### src/sv/urm_pkg.sv
// Shared constants and types for the ultrasonic range meter.
// Holds the counter width, register map and phase codes used by the top level.
// No dependencies.
package urm_pkg;

    // Tick counter width; counters saturate at all ones
    localparam int COUNT_BITS = 20;

    // Configuration field widths
    localparam int TICK_W  = 20;
    localparam int TRIG_W  = 8;
    localparam int SCALE_W = 16;
    localparam int MAXD_W  = 9;
    localparam int DIST_W  = 17;

    // APB geometry: six 32-bit registers at byte address 4*i
    localparam int PADDR_W = 5;
    localparam int PDATA_W = 32;

    typedef logic [2:0] t_reg_idx;
    localparam t_reg_idx REG_ENABLE  = 3'd0;
    localparam t_reg_idx REG_IDLE    = 3'd1;
    localparam t_reg_idx REG_TRIGGER = 3'd2;
    localparam t_reg_idx REG_TIMEOUT = 3'd3;
    localparam t_reg_idx REG_SCALE   = 3'd4;
    localparam t_reg_idx REG_MAXDIST = 3'd5;

    // Measurement phases
    typedef logic [1:0] t_phase;
    localparam t_phase PH_IDLE = 2'd0;
    localparam t_phase PH_TRIG = 2'd1;
    localparam t_phase PH_RISE = 2'd2;
    localparam t_phase PH_HIGH = 2'd3;

endpackage

### src/sv/ultrasonic_range_meter_unit.sv
// Ultrasonic range meter top level: tick sequencer, width-to-distance conversion,
// APB register file and valid/stall pipeline. Depends on urm_pkg.
//
// channel   | direction | handshake                 | payload
// ----------+-----------+---------------------------+------------------------------
// tick in   | input     | i_in_valid / o_in_stall   | i_echo_level
// reading   | output    | o_out_valid / i_out_stall | o_trigger_level, o_distance_q8,
//           |           |                           | o_in_range, o_reading_done
// config    | input     | APB psel/penable/pready   | paddr, pwdata, prdata
//
// One request per cycle sustained while the output is not stalled; each request taken passes
// the input register, then the sequencer step and the 20x16 width multiply into the result
// register. The multiply-compare path sets the cycle time.
// Reset is synchronous and active low; the config registers take their defaults and
// no clearing pass is needed. A stalled result holds and the input register still
// takes one more request; the input stalls only when both stages are full.
module ultrasonic_range_meter_unit
    import urm_pkg::*;
(
    input  logic               i_clk,
    input  logic               i_rst_n,
    // tick requests
    input  logic               i_in_valid,
    output logic               o_in_stall,
    input  logic               i_echo_level,
    // readings
    output logic               o_out_valid,
    input  logic               i_out_stall,
    output logic               o_trigger_level,
    output logic [DIST_W-1:0]  o_distance_q8,
    output logic               o_in_range,
    output logic               o_reading_done,
    // configuration
    input  logic               psel,
    input  logic               penable,
    input  logic               pwrite,
    input  logic [PADDR_W-1:0] paddr,
    input  logic [PDATA_W-1:0] pwdata,
    output logic [PDATA_W-1:0] prdata,
    output logic               pready
);

    localparam int CMP_W  = 33;
    localparam int PROD_W = COUNT_BITS + SCALE_W;
    localparam logic [COUNT_BITS-1:0] CNT_MAX = {COUNT_BITS{1'b1}};

    // Saturating increment
    function automatic logic [COUNT_BITS-1:0] bump(input logic [COUNT_BITS-1:0] c);
        return (c == CNT_MAX) ? CNT_MAX : c + COUNT_BITS'(1);
    endfunction

    // Wait is over at the target (zero counts as one) or at saturation
    function automatic logic reached(input logic [COUNT_BITS-1:0] c,
                                     input logic [TICK_W-1:0] target);
        logic [CMP_W-1:0] ce;
        logic [CMP_W-1:0] te;
        ce = CMP_W'(c);
        te = (target == '0) ? CMP_W'(1) : CMP_W'(target);
        return (ce >= te) || (c == CNT_MAX);
    endfunction

    // Configuration registers
    logic              r_enable;
    logic [TICK_W-1:0] r_idle_ticks;
    logic [TRIG_W-1:0] r_trigger_ticks;
    logic [TICK_W-1:0] r_timeout_ticks;
    logic [SCALE_W-1:0] r_scale_q16;
    logic [MAXD_W-1:0] r_max_distance_cm;

    logic     cfg_wr;
    t_reg_idx cfg_idx;

    assign pready  = 1'b1;
    assign cfg_wr  = psel && penable && pwrite && pready;
    assign cfg_idx = paddr[4:2];

    // Register writes; indexes past the map are dropped
    always_ff @(posedge i_clk) begin
        if (!i_rst_n) begin
            r_enable          <= 1'b0;
            r_idle_ticks      <= TICK_W'(500000);
            r_trigger_ticks   <= TRIG_W'(10);
            r_timeout_ticks   <= TICK_W'(200000);
            r_scale_q16       <= SCALE_W'(1124);
            r_max_distance_cm <= MAXD_W'(100);
        end else if (cfg_wr) begin
            unique case (cfg_idx)
                REG_ENABLE:  r_enable          <= pwdata[0];
                REG_IDLE:    r_idle_ticks      <= pwdata[TICK_W-1:0];
                REG_TRIGGER: r_trigger_ticks   <= pwdata[TRIG_W-1:0];
                REG_TIMEOUT: r_timeout_ticks   <= pwdata[TICK_W-1:0];
                REG_SCALE:   r_scale_q16       <= pwdata[SCALE_W-1:0];
                REG_MAXDIST: r_max_distance_cm <= pwdata[MAXD_W-1:0];
                default: ;
            endcase
        end
    end

    // Register readback
    always_comb begin
        unique case (cfg_idx)
            REG_ENABLE:  prdata = PDATA_W'(r_enable);
            REG_IDLE:    prdata = PDATA_W'(r_idle_ticks);
            REG_TRIGGER: prdata = PDATA_W'(r_trigger_ticks);
            REG_TIMEOUT: prdata = PDATA_W'(r_timeout_ticks);
            REG_SCALE:   prdata = PDATA_W'(r_scale_q16);
            REG_MAXDIST: prdata = PDATA_W'(r_max_distance_cm);
            default:     prdata = '0;
        endcase
    end

    // Pipeline control
    logic r_in_vld;
    logic r_echo;
    logic r_out_vld;
    logic advance;
    logic step;

    assign advance    = !r_out_vld || !i_out_stall;
    assign step       = r_in_vld && advance;
    assign o_in_stall = r_in_vld && !advance;

    // Input register
    always_ff @(posedge i_clk) begin
        if (!i_rst_n) begin
            r_in_vld <= 1'b0;
        end else if (!o_in_stall) begin
            r_in_vld <= i_in_valid;
        end
    end

    always_ff @(posedge i_clk) begin
        if (!o_in_stall && i_in_valid) begin
            r_echo <= i_echo_level;
        end
    end

    // Sequencer state
    t_phase                r_phase;
    logic [COUNT_BITS-1:0] r_tick_count;
    logic [COUNT_BITS-1:0] r_pulse_width;
    logic                  r_prev_echo;
    logic [DIST_W-1:0]     r_last_distance;
    logic                  r_last_in_range;

    t_phase                n_phase;
    logic [COUNT_BITS-1:0] n_tick_count;
    logic [COUNT_BITS-1:0] n_pulse_width;
    logic [DIST_W-1:0]     n_last_distance;
    logic                  n_last_in_range;
    logic                  n_trigger;
    logic                  n_done;

    // Width to distance: cm in Q16, limit check, Q8 result
    logic [PROD_W-1:0] prod;
    logic [PROD_W-1:0] limit;
    logic              too_far;

    assign prod    = PROD_W'(r_pulse_width) * PROD_W'(r_scale_q16);
    assign limit   = PROD_W'({r_max_distance_cm, 16'h0000});
    assign too_far = prod > limit;

    // Next state for one tick
    always_comb begin
        n_phase         = r_phase;
        n_tick_count    = r_tick_count;
        n_pulse_width   = r_pulse_width;
        n_last_distance = r_last_distance;
        n_last_in_range = r_last_in_range;
        n_trigger       = 1'b0;
        n_done          = 1'b0;
        if (!r_enable) begin
            n_phase       = PH_IDLE;
            n_tick_count  = '0;
            n_pulse_width = '0;
        end else begin
            unique case (r_phase)
                PH_IDLE: begin
                    n_tick_count = bump(r_tick_count);
                    if (reached(n_tick_count, r_idle_ticks)) begin
                        n_phase      = PH_TRIG;
                        n_tick_count = '0;
                    end
                end
                PH_TRIG: begin
                    n_trigger    = 1'b1;
                    n_tick_count = bump(r_tick_count);
                    if (reached(n_tick_count, TICK_W'(r_trigger_ticks))) begin
                        n_phase      = PH_RISE;
                        n_tick_count = '0;
                    end
                end
                PH_RISE: begin
                    if (r_echo && !r_prev_echo) begin
                        n_phase       = PH_HIGH;
                        n_pulse_width = COUNT_BITS'(1);
                        n_tick_count  = '0;
                    end else begin
                        n_tick_count = bump(r_tick_count);
                        if (reached(n_tick_count, r_timeout_ticks)) begin
                            n_last_distance = '0;
                            n_last_in_range = 1'b0;
                            n_done          = 1'b1;
                            n_phase         = PH_IDLE;
                            n_tick_count    = '0;
                        end
                    end
                end
                PH_HIGH: begin
                    if (!r_echo) begin
                        // falling edge closes the pulse
                        if (too_far) begin
                            n_last_distance = '0;
                            n_last_in_range = 1'b0;
                        end else begin
                            n_last_distance = prod[8 +: DIST_W];
                            n_last_in_range = 1'b1;
                        end
                        n_done       = 1'b1;
                        n_phase      = PH_IDLE;
                        n_tick_count = '0;
                    end else begin
                        n_pulse_width = bump(r_pulse_width);
                        if (reached(n_pulse_width, r_timeout_ticks)) begin
                            n_last_distance = '0;
                            n_last_in_range = 1'b0;
                            n_done          = 1'b1;
                            n_phase         = PH_IDLE;
                            n_tick_count    = '0;
                        end
                    end
                end
                default: ;
            endcase
        end
    end

    // State commit on each processed tick
    always_ff @(posedge i_clk) begin
        if (!i_rst_n) begin
            r_phase         <= PH_IDLE;
            r_tick_count    <= '0;
            r_pulse_width   <= '0;
            r_prev_echo     <= 1'b0;
            r_last_distance <= '0;
            r_last_in_range <= 1'b0;
        end else if (step) begin
            r_phase         <= n_phase;
            r_tick_count    <= n_tick_count;
            r_pulse_width   <= n_pulse_width;
            r_prev_echo     <= r_echo;
            r_last_distance <= n_last_distance;
            r_last_in_range <= n_last_in_range;
        end
    end

    // Result register
    always_ff @(posedge i_clk) begin
        if (!i_rst_n) begin
            r_out_vld <= 1'b0;
        end else if (advance) begin
            r_out_vld <= r_in_vld;
        end
    end

    always_ff @(posedge i_clk) begin
        if (step) begin
            o_trigger_level <= n_trigger;
            o_distance_q8   <= n_last_distance;
            o_in_range      <= n_last_in_range;
            o_reading_done  <= n_done;
        end
    end

    assign o_out_valid = r_out_vld;

    // Trigger and reading completion come from different phases
    a_trig_not_done: assert property (@(posedge i_clk) disable iff (!i_rst_n)
        (o_out_valid && o_trigger_level) |-> !o_reading_done)
        else $error("trigger high on a completed reading");

    // Out-of-range readings carry zero distance
    a_oor_zero: assert property (@(posedge i_clk) disable iff (!i_rst_n)
        (o_out_valid && !o_in_range) |-> (o_distance_q8 == '0))
        else $error("out-of-range reading with nonzero distance");

    // A freshly stored in-range reading never exceeds the configured maximum
    a_in_range_max: assert property (@(posedge i_clk) disable iff (!i_rst_n)
        (o_out_valid && o_in_range && o_reading_done) |->
            (o_distance_q8 <= DIST_W'({r_max_distance_cm, 8'h00})))
        else $error("in-range distance above maximum");

    // A completed reading always leaves the sequencer back in idle
    a_done_idle: assert property (@(posedge i_clk) disable iff (!i_rst_n)
        (step && n_done) |=> (r_phase == PH_IDLE))
        else $error("sequencer not idle after a reading");

endmodule

### config.mk
export PLATFORM = sky130hd
export DESIGN_NAME = ultrasonic_range_meter_unit
export DESIGN_NICKNAME = d
export VERILOG_FILES = /design/src/sv/urm_pkg.sv /design/src/sv/ultrasonic_range_meter_unit.sv
export SDC_FILE = /design/constraint.sdc
export NUM_CORES = 1
export LEC_CHECK = 0
export BUFFER_PORTS_ARGS = -buffer_cell sky130_fd_sc_hd__buf_2
export CORE_ASPECT_RATIO = 1.5
export CORE_MARGIN = 10
export CORE_UTILIZATION = 40
export DETAILED_ROUTE_END_ITERATION = 6
export MAX_ROUTING_LAYER = met4
export PLACE_DENSITY = 0.58
export SYNTH_ARGS = -nofsm -noshare
export SYNTH_HDL_FRONTEND = slang
export SYNTH_SLANG_ARGS = --single-unit
### constraint.sdc
create_clock -name i_clk -period 7.9 [get_ports i_clk]
set_input_delay 1.58 -clock i_clk [delete_from_list [all_inputs] [get_ports i_clk]]
set_output_delay 1.58 -clock i_clk [all_outputs]
set_load 0.01 [all_outputs]
==> results.md <==
- Synth Area in Simple Gates: 20.6%
- Status: complete, no violations
- Number of synthesis warnings: 0
- Slew Viols, Final: 0
- Antenna violation net count after detailed routing: 0
- Die span in x: 207 um
- Max-cap viol count: 0
- Area of the core: 52,500 um^2
- Multiplexer share of the synthesized area: 2.23%
- Clk pin slew, worst setup/hold paths: 0.08 ns
- CP Max Fanout: 6
- Die Ht: 301 um
- PD cells: 72.5 nW/um^2
- #FFs+latches synth: 158
- IO Pins: 100
- Inserted Clock Buffers: 17
- Post-synthesis sequential area ratio: 16.0%
- Most frequent cells in the layout: nand2_1 (378), inv_1 (365), fa_1 (242)
- Wirelength, routed: 67,300 um
- Slowest stage cell, crit path: fa_1
- Tcrit/Tclk final: 97.7%
- Initial antenna violation count: 0
- Critical path arrival: 8.10 ns
- Vias per inst: 5.47
- Adder-Cell Fraction of Synth Area: 34.8%
- Grt total ovfl: 0
- DRT Pass-1 Iters: 5
- XOR/XNOR Fraction of Synth Area: 2.07%
- Largest stage delay, worst path: 0.58 ns
- Mapped cell area: 21,100 um^2
- Slew @ Worst Pin: 1.07 ns
- LEAKAGE: 11.4 nW
- Max-slew headroom: 27.7%
- Synth Instances: 2,515
- # setup viols final: 0
- Hold Vio Cnt, Final: 0
- Residual DRC: 0
- Asr flop ratio synth: 0%
- Most common cell after layout, fill and taps aside: nand2_1
- Fin worst setup slack: 0.181 ns
- Primary FF master, synth: dfxtp_1
- Crit path capture type: register
- Clock Tree Buf Depth: 2
- Crit path kind: reg -> reg
- CP Launch Type: register
- Post-route minimum period: 7.72 ns
- Clock Latency Late Sink: 0.47 ns
- Vias after detailed routing: 18,200
- Share of cells above drive strength 1: 16.4%
- RSZ-0062 raised after global routing: yes
- DP Wirelength: 54,000 um
- Total power: 1.78 mW
- Placed Instance Area: 23,000 um^2
- Max Clock Freq: 130 MHz
- Final net count: 3,114
- Placer Congestion: 0.958
- Largest net degree at the start of global routing: 73
- Hold crit path type: reg -> reg
- EDFF count, synth: 21
- Cell Rows: 103
- Main combinational cell family by area after synthesis: adder cells
- Layout overhead on the synthesized area: 16.4%
- CTS Root Cell: clkbuf_16
- H-tree depth: 4
- Data required, critical path: 8.28 ns
- Total clock sinks: 158
- Initial DRC Count: 991
- Mean Syn Cell Area: 8.38 um^2
- First-pass GRT wire length: 106,000 um
- Pre-CTS setup slack: -0.480 ns
- CTS tree: yes
- Cell variety after synth: 89
- ANT cells: 0
- Port Buffers: 72
- Clock Skews: 0.0151 ns
- Die area: 62,500 um^2
- DR WL/cell: 20.2 um
- Starting Density: 40.2%
- Compound-Gate Fraction of Synth Area: 14.1%
- GRT Overall Usage: 21.8%
- Worst IR Drop VDD: 0.146 mV
- Vias in the first global route: 19,200
- Cell area after layout: 24,500 um^2
repair_timing:
item                       4_1_cts  5_1_grt
pin swaps                       24       55
gates resized for setup         48      100
hold buffers                     0        0
gates cloned                     2        2
setup endpoints to repair       36       36
buffers inserted                 8       13
worst paths after layout:
path,startpoint,endpoint,slack (ns),cells after the start
max reg2reg,r_scale_q16[6]$_SDFFE_PN1P_,r_last_distance[16]$_SDFFE_PN0P_,0.18,28
max,r_scale_q16[6]$_SDFFE_PN1P_,r_last_distance[16]$_SDFFE_PN0P_,0.18,28
min reg2reg,r_idle_ticks[2]$_SDFFE_PN0P_,r_idle_ticks[2]$_SDFFE_PN0P_,0.49,2
min,r_idle_ticks[2]$_SDFFE_PN0P_,r_idle_ticks[2]$_SDFFE_PN0P_,0.49,2
routing by layer:
layer  global-route usage (%)  wire length (um)
met1                     22.6             25100
met2                     40.7             36300
met3                     1.83              2370
met4                     10.7              3640
met5                        -                 0
flip-flops by register name, summed over array words and instances, names as in the netlist, 2 cells and up:
name and flops:
r_max_distance_cm 9, r_timeout_ticks 20, r_last_distance 17, r_tick_count 20, o_distance_q8 17, r_phase 2
r_pulse_width 20, r_trigger_ticks 8, r_scale_q16 16, r_idle_ticks 20
through the flow:
| stage | TNS (ns) | util, % | std cells | hold slack, ns |
|---|---|---|---|---|
| after floorplan | 0 | - | 2526 | 0.453 |
| after detailed placement | -13.18 | 43.9 | 3272 | 0.482 |
| after global placement | -11.35 | 43.9 | 3272 | 0.473 |
| final | 0 | 46.8 | 3327 | 0.489 |
| after global routing | -0.0779 | 46.8 | 3327 | 0.531 |
| after CTS | 0 | 45.7 | 3314 | 0.491 |
cell type report:
class                   instances  area (um^2)
repair buffers                259         2060
fillers                      4993        27900
flip-flops and latches        158         3420
clock inverters                15          165
clock buffers                  17          425
inverters                     373         1400
multi-input cells            1823        16200
well taps                     682          853
report_power, final:
group | internal, mW | leakage (nW) | total, mW | switching [mW]
combinational | 0.0372 | 9.84 | 0.113 | 0.0756
sequential | 0.818 | 1.30 | 0.826 | 0.00753
clock | 0.423 | 0.278 | 0.839 | 0.416
total | 1.28 | 11.4 | 1.78 | 0.499
kinds of logic after synthesis:
logic type,count (synthesis)
and+or+nand+nor,865
buffers and inverters,545
adders and majority gates,437
AOI/OAI and AO/OA,413
DFF,158
xor gates and xnor gates,49
muxes,46
other,2
Yosys cell counts (12+ instances only):
library cell,n,area (um^2)
nor2b_1,44,275
and2_1,161,1010
xor2_1,19,166
a22o_1,21,184
o2bb2ai_1,19,166
inv_1,373,1400
nor2_1,59,221
nand3_1,64,320
mux2i_1,39,390
fa_1,250,5000
clkbuf_1,133,499
a22oi_1,27,203
a21boi_0,41,308
nand4_1,34,213
nor4_1,20,125
o211ai_1,39,293
nor3_1,19,95.1
xnor2_1,29,254
dfxtp_1,137,2740
a21oi_1,53,265
a21o_1,31,233
nand2b_1,18,113
ha_1,187,2340
o22ai_1,12,75.1
edfxtp_1,21,631
and3_1,13,81.3
buf_4,16,120
nand2_1,382,1430
o21ai_0,62,310
critical path: cells and delay by family (launching register included):
family	cells	cell delay [ns]
XOR/XNOR	1	0.19
buffers and inverters	6	0.53
flip-flops	1	0.39
AO/OA/AOI/OAI	6	1.40
AND/OR/NAND/NOR	7	1.45
adder cells (fa/ha/maj)	8	3.65
(Power assumes the default switching activity.)
